[src/rtl/core/stl_pkg.sv]
// shared types and constants for the sorted timer list engine
// no dependencies; imported by every module of the block
`timescale 1ns / 1ps
`default_nettype none

package stl_pkg;

    localparam int REQ_W    = 3;
    localparam int ID_W     = 4;
    localparam int EXP_W    = 32;
    localparam int STATUS_W = 3;
    localparam int EVENT_W  = 2;

    // request kinds
    localparam logic [REQ_W-1:0] REQ_ADD   = 3'd0;
    localparam logic [REQ_W-1:0] REQ_DEL   = 3'd1;
    localparam logic [REQ_W-1:0] REQ_MOD   = 3'd2;
    localparam logic [REQ_W-1:0] REQ_TICK  = 3'd3;
    localparam logic [REQ_W-1:0] REQ_DRAIN = 3'd4;

    // result status codes
    localparam logic [STATUS_W-1:0] ST_OK         = 3'd0;
    localparam logic [STATUS_W-1:0] ST_LISTED     = 3'd1;
    localparam logic [STATUS_W-1:0] ST_NOT_LISTED = 3'd2;
    localparam logic [STATUS_W-1:0] ST_OVERFLOW   = 3'd3;
    localparam logic [STATUS_W-1:0] ST_NOTHING    = 3'd4;

    // result event codes
    localparam logic [EVENT_W-1:0] EV_NONE    = 2'd0;
    localparam logic [EVENT_W-1:0] EV_FIRED   = 2'd1;
    localparam logic [EVENT_W-1:0] EV_QUEUED  = 2'd2;
    localparam logic [EVENT_W-1:0] EV_DRAINED = 2'd3;

    // a drain request reports at most this many entries
    localparam int MAX_RESULTS = 16;
    localparam int DRAIN_CNT_W = $clog2(MAX_RESULTS);

    // cell operations, broadcast to the whole row
    localparam logic [1:0] CELL_HOLD   = 2'd0;
    localparam logic [1:0] CELL_INSERT = 2'd1;
    localparam logic [1:0] CELL_REMOVE = 2'd2;
    localparam logic [1:0] CELL_POP    = 2'd3;

    typedef struct packed {
        logic             valid;
        logic [ID_W-1:0]  slot;
        logic [EXP_W-1:0] expiry;
    } cell_t;

    typedef struct packed {
        logic [1:0]       op;
        logic [ID_W-1:0]  slot;
        logic [EXP_W-1:0] expiry;
    } cell_cmd_t;

    typedef struct packed {
        logic            push;
        logic            pop;
        logic [ID_W-1:0] slot;
    } fifo_ctl_t;

    typedef struct packed {
        logic full;
        logic empty;
        logic one_left;
    } fifo_stat_t;

    typedef struct packed {
        logic [STATUS_W-1:0] status;
        logic [ID_W-1:0]     fired_id;
        logic [EVENT_W-1:0]  event_res;
        logic                last;
    } result_t;

    localparam cell_t CELL_EMPTY = '{valid: 1'b0, slot: '0, expiry: '0};

endpackage

`default_nettype wire

[src/rtl/core/stl_cell.sv]
// one cell of the sorted timer row: holds one slot and its expiry
// depends on stl_pkg
`timescale 1ns / 1ps
`default_nettype none

module stl_cell
    import stl_pkg::*;
(
    input  logic      clk,
    input  logic      rst_n,
    input  cell_cmd_t cmd,
    input  cell_t     left_data,
    input  logic      left_lt,
    input  cell_t     right_data,
    input  logic      hit_in,
    output cell_t     data,
    output logic      lt,
    output logic      hit_out
);

    logic             valid_reg;
    logic [ID_W-1:0]  slot_reg;
    logic [EXP_W-1:0] expiry_reg;
    cell_t            cell_next;

    assign data    = '{valid: valid_reg, slot: slot_reg, expiry: expiry_reg};
    // strict compare puts a new timer ahead of equal expiries
    assign lt      = valid_reg && (expiry_reg < cmd.expiry);
    assign hit_out = hit_in || (valid_reg && (slot_reg == cmd.slot));

    always_comb
    begin
        cell_next = data;
        unique case (cmd.op)
            CELL_INSERT:
            begin
                if (!lt)
                begin
                    cell_next = left_lt
                        ? '{valid: 1'b1, slot: cmd.slot, expiry: cmd.expiry}
                        : left_data;
                end
            end
            CELL_REMOVE:
            begin
                if (hit_out)
                begin
                    cell_next = right_data;
                end
            end
            CELL_POP:
            begin
                cell_next = right_data;
            end
            default:
            begin
                cell_next = data;
            end
        endcase
    end

    always_ff @(posedge clk or negedge rst_n)
    begin
        if (!rst_n)
        begin
            valid_reg <= 1'b0;
        end
        else
        begin
            valid_reg <= cell_next.valid;
        end
    end

    always_ff @(posedge clk)
    begin
        slot_reg   <= cell_next.slot;
        expiry_reg <= cell_next.expiry;
    end

endmodule

`default_nettype wire

[src/rtl/core/stl_fifo.sv]
// deferred timer fifo: circular buffer in a memory with registered read
// depends on stl_pkg
`timescale 1ns / 1ps
`default_nettype none

module stl_fifo
    import stl_pkg::*;
#(
    parameter int DEPTH = 16
)
(
    input  logic            clk,
    input  logic            rst_n,
    input  fifo_ctl_t       ctl,
    output fifo_stat_t      stat,
    output logic [ID_W-1:0] rd_slot
);

    localparam int PTR_W = $clog2(DEPTH);
    localparam int CNT_W = $clog2(DEPTH + 1);

    logic [ID_W-1:0]  mem [DEPTH];
    logic [PTR_W-1:0] wr_ptr_reg, wr_ptr_next;
    logic [PTR_W-1:0] rd_ptr_reg, rd_ptr_next;
    logic [CNT_W-1:0] count_reg, count_next;
    logic [ID_W-1:0]  rd_data_reg;

    assign stat.full     = (count_reg == CNT_W'(DEPTH));
    assign stat.empty    = (count_reg == '0);
    assign stat.one_left = (count_reg == CNT_W'(1));
    assign rd_slot       = rd_data_reg;

    always_comb
    begin
        wr_ptr_next = wr_ptr_reg;
        rd_ptr_next = rd_ptr_reg;
        count_next  = count_reg;
        if (ctl.push)
        begin
            wr_ptr_next = (wr_ptr_reg == PTR_W'(DEPTH - 1)) ? '0 : wr_ptr_reg + 1'b1;
            count_next  = count_reg + 1'b1;
        end
        else if (ctl.pop)
        begin
            rd_ptr_next = (rd_ptr_reg == PTR_W'(DEPTH - 1)) ? '0 : rd_ptr_reg + 1'b1;
            count_next  = count_reg - 1'b1;
        end
    end

    always_ff @(posedge clk or negedge rst_n)
    begin
        if (!rst_n)
        begin
            wr_ptr_reg <= '0;
            rd_ptr_reg <= '0;
            count_reg  <= '0;
        end
        else
        begin
            wr_ptr_reg <= wr_ptr_next;
            rd_ptr_reg <= rd_ptr_next;
            count_reg  <= count_next;
        end
    end

    always_ff @(posedge clk)
    begin
        if (ctl.push)
        begin
            mem[wr_ptr_reg] <= ctl.slot;
        end
        rd_data_reg <= mem[rd_ptr_reg];
    end

endmodule

`default_nettype wire

[src/rtl/core/sorted_timer_list_engine.sv]
// Sorted timer list engine. Timers live in a row of NUM_TIMERS cells kept in
// expiry order (a new timer goes ahead of equal expiries); each cell compares
// itself against the broadcast key and takes its own value, the new entry or a
// neighbor's, so add, delete and head pop each act on the whole row at once.
// Requests arrive on the s_axis side and every request gives one or more
// results on the m_axis side, the final one marked by tlast. A modify first
// removes the entry, then re-inserts it; a tick pops each due head in turn;
// a drain reads each entry from the deferred fifo memory, which has a
// registered read port, before reporting it. A stalled result side holds
// the flow back since the single output register must be free before each
// result is made.
// The next request is taken while the last result still waits. Ticks pop only
// a head whose expiry equals the new count; a head already past its expiry
// blocks the list. A drain reports at most 16 entries, the rest stay queued.
// No clearing pass is needed after reset.
// depends on stl_pkg, stl_cell and stl_fifo
`timescale 1ns / 1ps
`default_nettype none

module sorted_timer_list_engine
    import stl_pkg::*;
#(
    parameter int NUM_TIMERS  = 16,
    parameter int DEFER_DEPTH = 16
)
(
    input  logic        clk,
    input  logic        rst_n,
    // request side
    input  logic        s_axis_tvalid,
    output logic        s_axis_tready,
    input  logic [39:0] s_axis_tdata,   // timer_id[3:0], expiry[35:4], defer[36], zero pad
    input  logic [2:0]  s_axis_tuser,   // req_type[2:0]
    // result side
    output logic        m_axis_tvalid,
    input  logic        m_axis_tready,
    output logic [47:0] m_axis_tdata,   // status[2:0], fired_id[6:3], event_res[8:7],
                                        // tick_now[40:9], zero pad
    output logic        m_axis_tlast
);

    localparam int          IDX_W        = $clog2(NUM_TIMERS);
    localparam logic [31:0] NUM_TIMERS_U = 32'(NUM_TIMERS);

    // sequencer states
    localparam logic [2:0] S_IDLE      = 3'd0;
    localparam logic [2:0] S_DECODE    = 3'd1;
    localparam logic [2:0] S_MOD_INS   = 3'd2;
    localparam logic [2:0] S_TICK      = 3'd3;
    localparam logic [2:0] S_DRAIN_RD  = 3'd4;
    localparam logic [2:0] S_DRAIN_OUT = 3'd5;

    logic [2:0]             state_reg, state_next;
    logic [REQ_W-1:0]       req_type_reg;
    logic [ID_W-1:0]        req_id_reg;
    logic [EXP_W-1:0]       req_exp_reg;
    logic                   req_defer_reg;
    logic [EXP_W-1:0]       tick_count_reg, tick_count_next;
    logic [NUM_TIMERS-1:0]  listed_reg, listed_next;
    logic [NUM_TIMERS-1:0]  defer_reg, defer_next;
    logic [DRAIN_CNT_W-1:0] drain_cnt_reg, drain_cnt_next;
    logic                   out_valid_reg;
    result_t                out_res_reg;
    logic [EXP_W-1:0]       out_tick_reg;

    cell_cmd_t              cmd;
    cell_t                  cells [NUM_TIMERS];
    logic [NUM_TIMERS-1:0]  lt_vec;
    logic [NUM_TIMERS:0]    hit_chain;
    logic [NUM_TIMERS-1:0]  valid_vec;
    logic [NUM_TIMERS-2:0]  order_ok;

    fifo_ctl_t              fifo_ctl;
    fifo_stat_t             fifo_stat;
    logic [ID_W-1:0]        fifo_rd_slot;

    logic                   req_accept;
    logic                   out_free;
    logic                   emit;
    result_t                res;
    logic                   id_in_range;
    logic [IDX_W-1:0]       req_idx;
    logic [IDX_W-1:0]       head_idx;
    logic                   head_match;
    logic                   next_match;
    logic                   list_full;

    // handshake and port packing
    assign s_axis_tready = (state_reg == S_IDLE);
    assign req_accept    = s_axis_tvalid && s_axis_tready;
    assign out_free      = !out_valid_reg || m_axis_tready;
    assign m_axis_tvalid = out_valid_reg;
    assign m_axis_tlast  = out_res_reg.last;
    assign m_axis_tdata  = {7'b0, out_tick_reg, out_res_reg.event_res,
                            out_res_reg.fired_id, out_res_reg.status};

    // request decode helpers
    assign id_in_range = (32'(req_id_reg) < NUM_TIMERS_U);
    assign req_idx     = IDX_W'(req_id_reg);
    assign head_idx    = IDX_W'(cells[0].slot);
    assign head_match  = cells[0].valid && (cells[0].expiry == tick_count_reg);
    assign next_match  = cells[1].valid && (cells[1].expiry == tick_count_reg);
    assign list_full   = cells[NUM_TIMERS-1].valid;

    // row of cells; the hit chain marks every cell at or after a removed entry
    assign hit_chain[0] = 1'b0;

    for (genvar i = 0; i < NUM_TIMERS; i++)
    begin : g_cell
        cell_t left_data;
        logic  left_lt;
        cell_t right_data;

        if (i == 0)
        begin : g_first
            assign left_data = CELL_EMPTY;
            assign left_lt   = 1'b1;
        end
        else
        begin : g_mid
            assign left_data = cells[i-1];
            assign left_lt   = lt_vec[i-1];
        end

        if (i == NUM_TIMERS - 1)
        begin : g_last
            assign right_data = CELL_EMPTY;
        end
        else
        begin : g_inner
            assign right_data = cells[i+1];
        end

        stl_cell u_cell (
            .clk        (clk),
            .rst_n      (rst_n),
            .cmd        (cmd),
            .left_data  (left_data),
            .left_lt    (left_lt),
            .right_data (right_data),
            .hit_in     (hit_chain[i]),
            .data       (cells[i]),
            .lt         (lt_vec[i]),
            .hit_out    (hit_chain[i+1])
        );

        assign valid_vec[i] = cells[i].valid;
    end

    // list invariant: valid entries packed at the front, expiries non-decreasing
    for (genvar i = 0; i < NUM_TIMERS - 1; i++)
    begin : g_order
        assign order_ok[i] = !cells[i+1].valid ||
                             (cells[i].valid && (cells[i].expiry <= cells[i+1].expiry));
    end

    stl_fifo #(
        .DEPTH (DEFER_DEPTH)
    ) u_fifo (
        .clk     (clk),
        .rst_n   (rst_n),
        .ctl     (fifo_ctl),
        .stat    (fifo_stat),
        .rd_slot (fifo_rd_slot)
    );

    // request sequencer
    always_comb
    begin
        state_next      = state_reg;
        tick_count_next = tick_count_reg;
        listed_next     = listed_reg;
        defer_next      = defer_reg;
        drain_cnt_next  = drain_cnt_reg;
        cmd             = '{op: CELL_HOLD, slot: req_id_reg, expiry: req_exp_reg};
        fifo_ctl        = '{push: 1'b0, pop: 1'b0, slot: cells[0].slot};
        emit            = 1'b0;
        res             = '{status: ST_NOTHING, fired_id: '0, event_res: EV_NONE,
                            last: 1'b1};

        unique case (state_reg)
            S_IDLE:
            begin
                if (s_axis_tvalid)
                begin
                    state_next = S_DECODE;
                end
            end

            S_DECODE:
            begin
                if (req_type_reg == REQ_TICK)
                begin
                    tick_count_next = tick_count_reg + 1'b1;
                    state_next      = S_TICK;
                end
                else if (out_free)
                begin
                    emit       = 1'b1;
                    state_next = S_IDLE;
                    unique case (req_type_reg) inside
                        REQ_ADD, REQ_DEL, REQ_MOD:
                        begin
                            res.fired_id = req_id_reg;
                            if (!id_in_range)
                            begin
                                res.status = ST_NOTHING;
                            end
                            else if (req_type_reg == REQ_ADD)
                            begin
                                if (listed_reg[req_idx])
                                begin
                                    res.status = ST_LISTED;
                                end
                                else
                                begin
                                    res.status          = ST_OK;
                                    defer_next[req_idx] = req_defer_reg;
                                    if (!list_full)
                                    begin
                                        cmd.op               = CELL_INSERT;
                                        listed_next[req_idx] = 1'b1;
                                    end
                                end
                            end
                            else if (!listed_reg[req_idx])
                            begin
                                res.status = ST_NOT_LISTED;
                            end
                            else
                            begin
                                res.status = ST_OK;
                                cmd.op     = CELL_REMOVE;
                                if (req_type_reg == REQ_DEL)
                                begin
                                    listed_next[req_idx] = 1'b0;
                                end
                                else
                                begin
                                    // modify keeps the listed and defer flags
                                    state_next = S_MOD_INS;
                                end
                            end
                        end
                        REQ_DRAIN:
                        begin
                            if (!fifo_stat.empty)
                            begin
                                emit           = 1'b0;
                                drain_cnt_next = '0;
                                state_next     = S_DRAIN_RD;
                            end
                        end
                        default:
                        begin
                            res.status = ST_NOTHING;
                        end
                    endcase
                end
            end

            S_MOD_INS:
            begin
                cmd.op     = CELL_INSERT;
                state_next = S_IDLE;
            end

            S_TICK:
            begin
                if (out_free)
                begin
                    emit = 1'b1;
                    if (head_match)
                    begin
                        cmd.op                = CELL_POP;
                        listed_next[head_idx] = 1'b0;
                        res.fired_id          = cells[0].slot;
                        res.last              = !next_match;
                        if (defer_reg[head_idx])
                        begin
                            if (!fifo_stat.full)
                            begin
                                fifo_ctl.push = 1'b1;
                                res.status    = ST_OK;
                                res.event_res = EV_QUEUED;
                            end
                            else
                            begin
                                // fifo full: the entry is dropped
                                res.status    = ST_OVERFLOW;
                                res.event_res = EV_NONE;
                            end
                        end
                        else
                        begin
                            res.status    = ST_OK;
                            res.event_res = EV_FIRED;
                        end
                        if (!next_match)
                        begin
                            state_next = S_IDLE;
                        end
                    end
                    else
                    begin
                        // no head due: report nothing
                        state_next = S_IDLE;
                    end
                end
            end

            S_DRAIN_RD:
            begin
                state_next = S_DRAIN_OUT;
            end

            S_DRAIN_OUT:
            begin
                if (out_free)
                begin
                    emit           = 1'b1;
                    fifo_ctl.pop   = 1'b1;
                    res.status     = ST_OK;
                    res.event_res  = EV_DRAINED;
                    res.fired_id   = fifo_rd_slot;
                    res.last       = fifo_stat.one_left ||
                                     (drain_cnt_reg == DRAIN_CNT_W'(MAX_RESULTS - 1));
                    drain_cnt_next = drain_cnt_reg + 1'b1;
                    state_next     = res.last ? S_IDLE : S_DRAIN_RD;
                end
            end

            default:
            begin
                state_next = S_IDLE;
            end
        endcase
    end

    // control registers
    always_ff @(posedge clk or negedge rst_n)
    begin
        if (!rst_n)
        begin
            state_reg      <= S_IDLE;
            tick_count_reg <= '0;
            listed_reg     <= '0;
            defer_reg      <= '0;
            drain_cnt_reg  <= '0;
            out_valid_reg  <= 1'b0;
        end
        else
        begin
            state_reg      <= state_next;
            tick_count_reg <= tick_count_next;
            listed_reg     <= listed_next;
            defer_reg      <= defer_next;
            drain_cnt_reg  <= drain_cnt_next;
            if (emit)
            begin
                out_valid_reg <= 1'b1;
            end
            else if (m_axis_tready)
            begin
                out_valid_reg <= 1'b0;
            end
        end
    end

    // request capture and result payload
    always_ff @(posedge clk)
    begin
        if (req_accept)
        begin
            req_type_reg  <= s_axis_tuser;
            req_id_reg    <= s_axis_tdata[3:0];
            req_exp_reg   <= s_axis_tdata[35:4];
            req_defer_reg <= s_axis_tdata[36];
        end
        if (emit)
        begin
            out_res_reg  <= res;
            out_tick_reg <= tick_count_reg;
        end
    end

    // the row stays sorted and packed at the front
    a_row_sorted: assert property (@(posedge clk) disable iff (!rst_n)
        &order_ok)
        else $error("timer row out of order or not packed");

    // listed flags track the row, except between remove and re-insert of a modify
    a_listed_matches_row: assert property (@(posedge clk) disable iff (!rst_n)
        (state_reg != S_MOD_INS) |-> ($countones(listed_reg) == $countones(valid_vec)))
        else $error("listed flags disagree with row contents");

    // a result is only made when the output register can take it
    a_emit_needs_room: assert property (@(posedge clk) disable iff (!rst_n)
        emit |-> out_free)
        else $error("result overwrote a waiting result");

    // the deferred fifo is never pushed while full
    a_no_push_when_full: assert property (@(posedge clk) disable iff (!rst_n)
        fifo_ctl.push |-> !fifo_stat.full)
        else $error("push into full deferred fifo");

endmodule

`default_nettype wire
[config.mk]
export PLATFORM = sky130hd
export DESIGN_NAME = sorted_timer_list_engine
export DESIGN_NICKNAME = d
export VERILOG_FILES = /design/src/rtl/core/stl_pkg.sv /design/src/rtl/core/stl_cell.sv /design/src/rtl/core/stl_fifo.sv /design/src/rtl/core/sorted_timer_list_engine.sv
export SDC_FILE = /design/constraint.sdc
export NUM_CORES = 2
export LEC_CHECK = 0
export ABC_AREA = 1
export BUFFER_PORTS_ARGS = -buffer_cell sky130_fd_sc_hd__buf_4
export CAP_MARGIN = 10
export CORE_MARGIN = 2
export CORE_UTILIZATION = 35
export CTS_BUF_LIST = sky130_fd_sc_hd__clkbuf_8 sky130_fd_sc_hd__clkbuf_16
export CTS_CLUSTER_DIAMETER = 100
export DETAILED_ROUTE_END_ITERATION = 10
export HOLD_SLACK_MARGIN = 0.1
export PLACE_DENSITY = 0.54
export SLEW_MARGIN = 20
export SYNTH_ARGS = -nofsm -noshare
export SYNTH_HDL_FRONTEND = slang
export SYNTH_SLANG_ARGS = --single-unit
[constraint.sdc]
create_clock -name clk -period 5.9 [get_ports clk]
set_input_delay 0.59 -clock clk [delete_from_list [all_inputs] [get_ports clk]]
set_output_delay 0.59 -clock clk [all_outputs]
set_load 0.03 [all_outputs]
=== After elaboration in Yosys (flattened, before gate mapping) ===
Memories as Yosys holds them, arrays and structs flattened. A register that Yosys moved wholly into a read port is not among the register bits.
Index checks and enable logic that the tools add are counted.

* Bits in registers: 759
* Bits in writable memories: 64
* Output and inout bits: 51
* Memories kept: 1

* Add/subtract/negate cells: 6
* Order comparisons: 20
* Eq/ne operators: 82
* Multiplexer cells: 149
* Bitwise gates (word level): 8
* Reduce and logical (&&, ||, !) cells: 88

{| class="wikitable"
|+ Memory list
! name !! words !! width !! read ports !! clocked after memory_dff !! write ports !! line !! RTL
|-
| u_fifo.mem || 16 || 4 || 1 || 1 || 1 || stl_fifo.sv:22 || <nowiki>logic [ID_W-1:0] mem [DEPTH];</nowiki>
|}

{| class="wikitable"
|+ Operator list
! kind !! count
|-
| $pmux W37 S3 || 16
|-
| $mux W37 || 47
|-
| $lt A32 B32 Y1 || 16
|-
| $mux W16 || 10
|-
| $eq A32 B32 Y1 || 2
|-
| $eq A4 B4 Y1 || 16
|-
| $ne A2 B2 Y1 const B || 24
|-
| $reduce_and A3 Y1 || 16
|-
| $logic_and A1 B1 Y1 || 37
|-
| $mux W3 || 12
|-
| $ne A2 B1 Y1 const B || 17
|-
| $add A32 B1 Y32 const B || 1
|-
| $and A16 B16 Y16 || 2
|-
| $mux W4 || 8
|-
| $not A16 Y16 || 2
|-
| $pmux W16 S2 || 1
|-
| $mux W10 || 3
|-
| $mux W2 || 14
|-
| $mux W1 || 22
|-
| $pmux W7 S3 || 1
|-
| $ne A3 B3 Y1 const B || 6
|-
| $logic_or A1 B1 Y1 || 17
|-
| $bwmux W16 || 1
|-
| $or A16 B16 Y16 || 1
|-
| other kinds (34) || 61
|}

=== Depth between registers and ports, before layout ===
* Depth after elaboration: 19
* Gate-level depth with buffers: 19

=== Modules after synthesis ===
A second synthesis with hierarchy kept.

* Cells, all modules: 7096
* Area total of the unflattened synthesis: 56434.1 sq um

{| class="wikitable"
|+ Modules (own cells, without submodules)
! module !! instances !! cells each !! area an instance (sq um)
|-
| stl_cell || 16 || 357 || 2770.2
|-
| sorted_timer_list_engine || 1 || 1014 || 8411.8
|-
| stl_fifo || 1 || 370 || 3699.8
|}

=== Worst setup path before layout ===
No wires, ideal clock.

* Path kind: reg2reg
* From: register req_exp_reg[19]
* To: register g_cell[0].u_cell.valid_reg
* Setup time: 0.111 ns
* Arrival time: 3.796 ns
* Required time: 5.789 ns
* Path slack: 1.993 ns
* Cell stages (with the launch flop): 14
* Path through: edfxtp_1 inv_1 ha_1 nand2_1 o21ai_0 nand2_1 o211ai_1 nand2_1 o211a_1 nand2_1 inv_1 o21ai_1 o21ai_0 o21ai_0

* Longest elaborated chain between the ends: 4

{| class="wikitable"
|+ Ends and longest elaborated chain
! what !! line !! RTL
|-
| from (decl) || sorted_timer_list_engine.sv:56 || <nowiki>logic [EXP_W-1:0] req_exp_reg;</nowiki>
|-
| from (signal assigned) || sorted_timer_list_engine.sv:377 || <nowiki>req_exp_reg <= s_axis_tdata[35:4];</nowiki>
|-
| $lt A32 B32 Y1 || stl_cell.sv:28 || <nowiki>assign lt = valid_reg && (expiry_reg < cmd.expiry);</nowiki>
|-
| $logic_and A1 B1 Y1 || stl_cell.sv:28 ||
|-
| $ne A2 B2 Y1 (no line) || - ||
|-
| $reduce_and A3 Y1 (no line) || - ||
|-
| to (signal assigned) || stl_cell.sv:70 || <nowiki>valid_reg <= cell_next.valid;</nowiki>
|-
| to (decl) || stl_cell.sv:21 || <nowiki>logic valid_reg;</nowiki>
|}

No other way between the ends.
A chain may end at the register's enable or synchronous reset.

=== Worst setup path in the final report ===
* From: register req_exp_reg[30]
* To: register g_cell[5].u_cell.expiry_reg[5] (enable)

* Longest elaborated chain between the ends: 4

{| class="wikitable"
|+ Ends and longest elaborated chain
! what !! line !! RTL
|-
| $lt A32 B32 Y1 || stl_cell.sv:28 ||
|-
| $logic_and A1 B1 Y1 || stl_cell.sv:28 ||
|-
| $ne A2 B2 Y1 (no line) || - ||
|-
| $reduce_and A3 Y1 (no line) || - ||
|-
| to (signal assigned) || stl_cell.sv:77 || <nowiki>expiry_reg <= cell_next.expiry;</nowiki>
|-
| to (decl) || stl_cell.sv:23 || <nowiki>logic [EXP_W-1:0] expiry_reg;</nowiki>
|}

No other way between the ends.

==> out/metrics.json <==
{
  "clock_tree.root_cell": "clkbuf_16",
  "layout.cells.most_common": "o21ai_0",
  "worstHoldPathType": "in -> reg",
  "power_per_cell_area_mw_per_mm2": 477,
  "grt_util_all_layers": 0.192,
  "number_of_placement_rows": 142,
  "initial_core_util": 0.353,
  "setup_fix_buffers_added_after_clock_tree_synthesis": 0,
  "flow.area_growth_from_synthesis_pct": 11.7,
  "die_height_um": 394,
  "synthDistinctLibCells": 60,
  "result_of_the_run": "complete, no violations",
  "synth_area_per_cell_sq_um": 8.81,
  "synthArstFlopShare": 0.122,
  "place_hpwl_mm": 114,
  "critical_path.endpoint_type": "flop",
  "portion_of_the_clock_cycle_consumed_by_the_worst_path_in_the_final_layout": 0.779,
  "detail_route.iter0.violations": 3826,
  "worstRegToRegCells": 10,
  "cts.repair.resized": 0,
  "worstReg2RegEnd": "g_cell[5].u_cell.expiry_reg[5]",
  "coreArea_sq_mm": 0.150,
  "cpMostUsedCell": "buf_4",
  "grt_overflow": 0,
  "hold_depth": 4,
  "data_required_time_at_the_worst_endpoint_ns": 6.26,
  "numClockSinks": 827,
  "clock.fmax_ghz": 0.218,
  "route.final.wire_length_mm": 152,
  "multi_input_comb_area_sq_mm": 0.0244,
  "io_pins": 98,
  "tritoncts.num_buffers": 105,
  "cts_tree": "yes",
  "synth.ff_latch_count": 827,
  "hold-worst-slack_ns": 0.263,
  "synth_enable_flop_cells": 722,
  "antenna_found_initial": 2,
  "critical_path_arrival_ns": 4.96,
  "insertion_delay_ns": 0.75,
  "worst-setup-path-type": "reg -> reg",
  "grt_setup_unrepaired": "false",
  "ir_worst_vdd_mv": 0.443,
  "placed_cell_area_sq_mm": 0.0555,
  "drc_violations_left": 0,
  "max_stage_delay_ns": 0.84,
  "pwr-share-clk": 0.227,
  "final_util": 0.395,
  "drt.antenna.violating_nets": 0,
  "post_synthesis_instance_area_sq_mm": 0.0531,
  "timing.critical_path.fanout_max": 43,
  "reg2reg_from": "req_exp_reg[30]",
  "p_seq_frac": 0.367,
  "nets": 6594,
  "most_frequently_used_flop_master_after_synthesis": "edfxtp_1",
  "p_switching_mw": 11.7,
  "worst_hold_path.endpoint": "state_reg[0]",
  "final_cell_area_sq_mm": 0.0593,
  "grt_max_degree": 205,
  "die_area_sq_mm": 0.155,
  "vias_per_cell": 5.23,
  "hold_viol_final": 0,
  "postLayoutSetupSlackWorst_ns": 1.30,
  "cts.path.max_buffers": 3,
  "worst_setup_hold_path_clk_slew_ns": 0.06,
  "largest_reg_flops": 512,
  "hold_start": "s_axis_tvalid",
  "clock-skew-final_ns": 0.0569,
  "final_cell_mix": "995 x o21ai_0, 822 x nand2_1, 758 x inv_1",
  "cell_type_group_with_the_largest_total_delay_on_the_critical_path": "buffers and inverters",
  "cp_cell_sequence": "inv_1, buf_4, ha_1, nand4_1, nor3_1, a21oi_1, nand2_2, o22ai_1, nor2_4, buf_4",
  "place_ws_ns": 1.41,
  "h-tree-depth": 3,
  "leakage_power_figure_nw": 24.2,
  "period_minus_slack_ns": 4.60,
  "synthesis.yosys.warnings": 0,
  "chipWidth_um": 394,
  "final_layout_size_suffix_gt1_frac": 0.0659,
  "synth_sequential_area_ratio": 0.457,
  "internal_power_mw": 16.7,
  "detail_route.first_pass.iterations": 6,
  "comb_power_share": 0.406,
  "wire_per_inst_um": 18.7,
  "worst-slew-pin-transition_ns": 1.13,
  "power.share.switching": 0.412,
  "drv.max_cap_violation_count": 0,
  "timing.reg2reg.setup_slack_ns": 1.30,
  "worst_setup_path_start_kind": "flop",
  "vias": 42700,
  "cp_max_delay_cell": "edfxtp_1",
  "path_buf_inv": 3,
  "setup-violations-final": 0,
  "final-max-slew-violation-count": 0,
  "synth_cells": 6032,
  "n_fill_cell": 15200,
  "setup-tns-final_ns": 0,
  "layout.area.seq_sq_mm": 0.0243,
  "first_global_vias": 41300,
  "grt_first_pass_wirelength_mm": 238,
  "max_slew_margin": 0.248,
  "portBuffers": 87,
  "gp_congestion": 0.945
}
## per-stage QoR
| stage | total power [mW] | cells |
|---|---|---|
| 5_1_grt | 30.7 | 8148 |
| 3_3_place_gp | 21.6 | 7908 |
| 2_1_floorplan | 18.2 | 6038 |
| 4_1_cts | 28.5 | 8148 |
| 3_5_place_dp | 22.0 | 7909 |
| 6_report | 28.3 | 8149 |
## how the worst max path moves through the flow
stage               cells past startpoint       startpoint                              end  slack [ns]
finish                                 10  req_exp_reg[30]   g_cell[5].u_cell.expiry_reg[5]        1.30
floorplan                              13  req_exp_reg[19]       g_cell[0].u_cell.valid_reg        1.99
global placement                       11   req_exp_reg[3]  g_cell[11].u_cell.expiry_reg[0]        1.45
global route                           16    req_id_reg[0]  g_cell[13].u_cell.expiry_reg[0]        1.07
detailed placement                     10  req_exp_reg[30]   g_cell[5].u_cell.expiry_reg[0]        1.41
CTS                                    10  req_exp_reg[30]   g_cell[5].u_cell.expiry_reg[5]        1.37
## cell usage after synthesis (5+ instances only)
cell	number	share of area
clkbuf_1	204	0.014
o221ai_1	14	0.0023
nor3_1	57	0.0054
o2111ai_1	9	0.0015
o31ai_1	16	0.0023
o22ai_1	105	0.012
or2_2	6	0.00071
o211ai_1	55	0.0078
nor2_2	8	0.00094
nand2_1	830	0.059
o21ai_1	233	0.022
xor2_1	42	0.0069
a21oi_1	660	0.062
nor4_1	24	0.0028
a221oi_1	10	0.0016
o21a_1	18	0.0025
ha_1	506	0.12
dfrtp_1	101	0.048
nor2_4	6	0.0013
a21boi_0	6	0.00085
a211oi_1	15	0.0021
edfxtp_1	722	0.41
buf_2	46	0.0043
nand4_1	54	0.0064
nor2_1	284	0.020
inv_2	18	0.0013
xnor2_1	19	0.0031
buf_6	49	0.010
nand3_1	100	0.0094
o21ai_0	995	0.094
o32ai_1	17	0.0028
a22o_1	5	0.00082
inv_1	733	0.052
buf_4	16	0.0023
## per-layer routing
metal  track usage  routed length (um)  part of all wire
met4        0.0596                4580             0.030
met2         0.298               66500              0.44
met5             0                   0                 0
met1         0.277               73100              0.48
met3        0.0241                8200             0.054
## kinds of logic (layout without fill, tap and decap cells)
| family | Yosys count | count (layout) | share of synthesized area |
|---|---|---|---|
| XOR/XNOR | 61 | 61 | 0.0101 |
| flip-flops | 827 | 827 | 0.457 |
| other | 1 | 8 | 0.0000706 |
| AND/OR/NAND/NOR | 1394 | 1394 | 0.111 |
| adder cells (fa/ha/maj) | 506 | 506 | 0.119 |
| buffers and inverters | 1071 | 1165 | 0.0853 |
| AO/OA/AOI/OAI | 2172 | 2172 | 0.217 |
## power by group through the flow
stage	logic (mW)	clock network [mW]	registers [mW]
global placement	11.1	0	10.4
finish	11.5	6.42	10.4
CTS	11.5	6.59	10.4
global route	13.3	6.81	10.6
detailed placement	11.5	0	10.5
floorplan	7.95	0	10.3
## repair_timing
item,CTS,global route
hold endpoints to repair,93,0
hold buffers,41,0
setup endpoints to repair,0,0
## worst register-to-register path, stage by stage, from the launching register on
cell      delay, ns
edfxtp_1       0.84
inv_1          0.60
buf_4          0.34
ha_1           0.31
nand4_1        0.15
nor3_1         0.38
a21oi_1        0.17
nand2_2        0.61
o22ai_1        0.22
nor2_4         0.12
buf_4          0.43
## area by class of cell
class,count,area share
antenna,1,0.0000422
clock buffer,111,0.0459
clock inverter,87,0.0127
inverter,753,0.0478
multi-input combinational,4140,0.412
sequential,827,0.409
tap,2016,0.0425
timing repair buffer,214,0.0303
No activity file was read; power rests on OpenSTA's default activity.
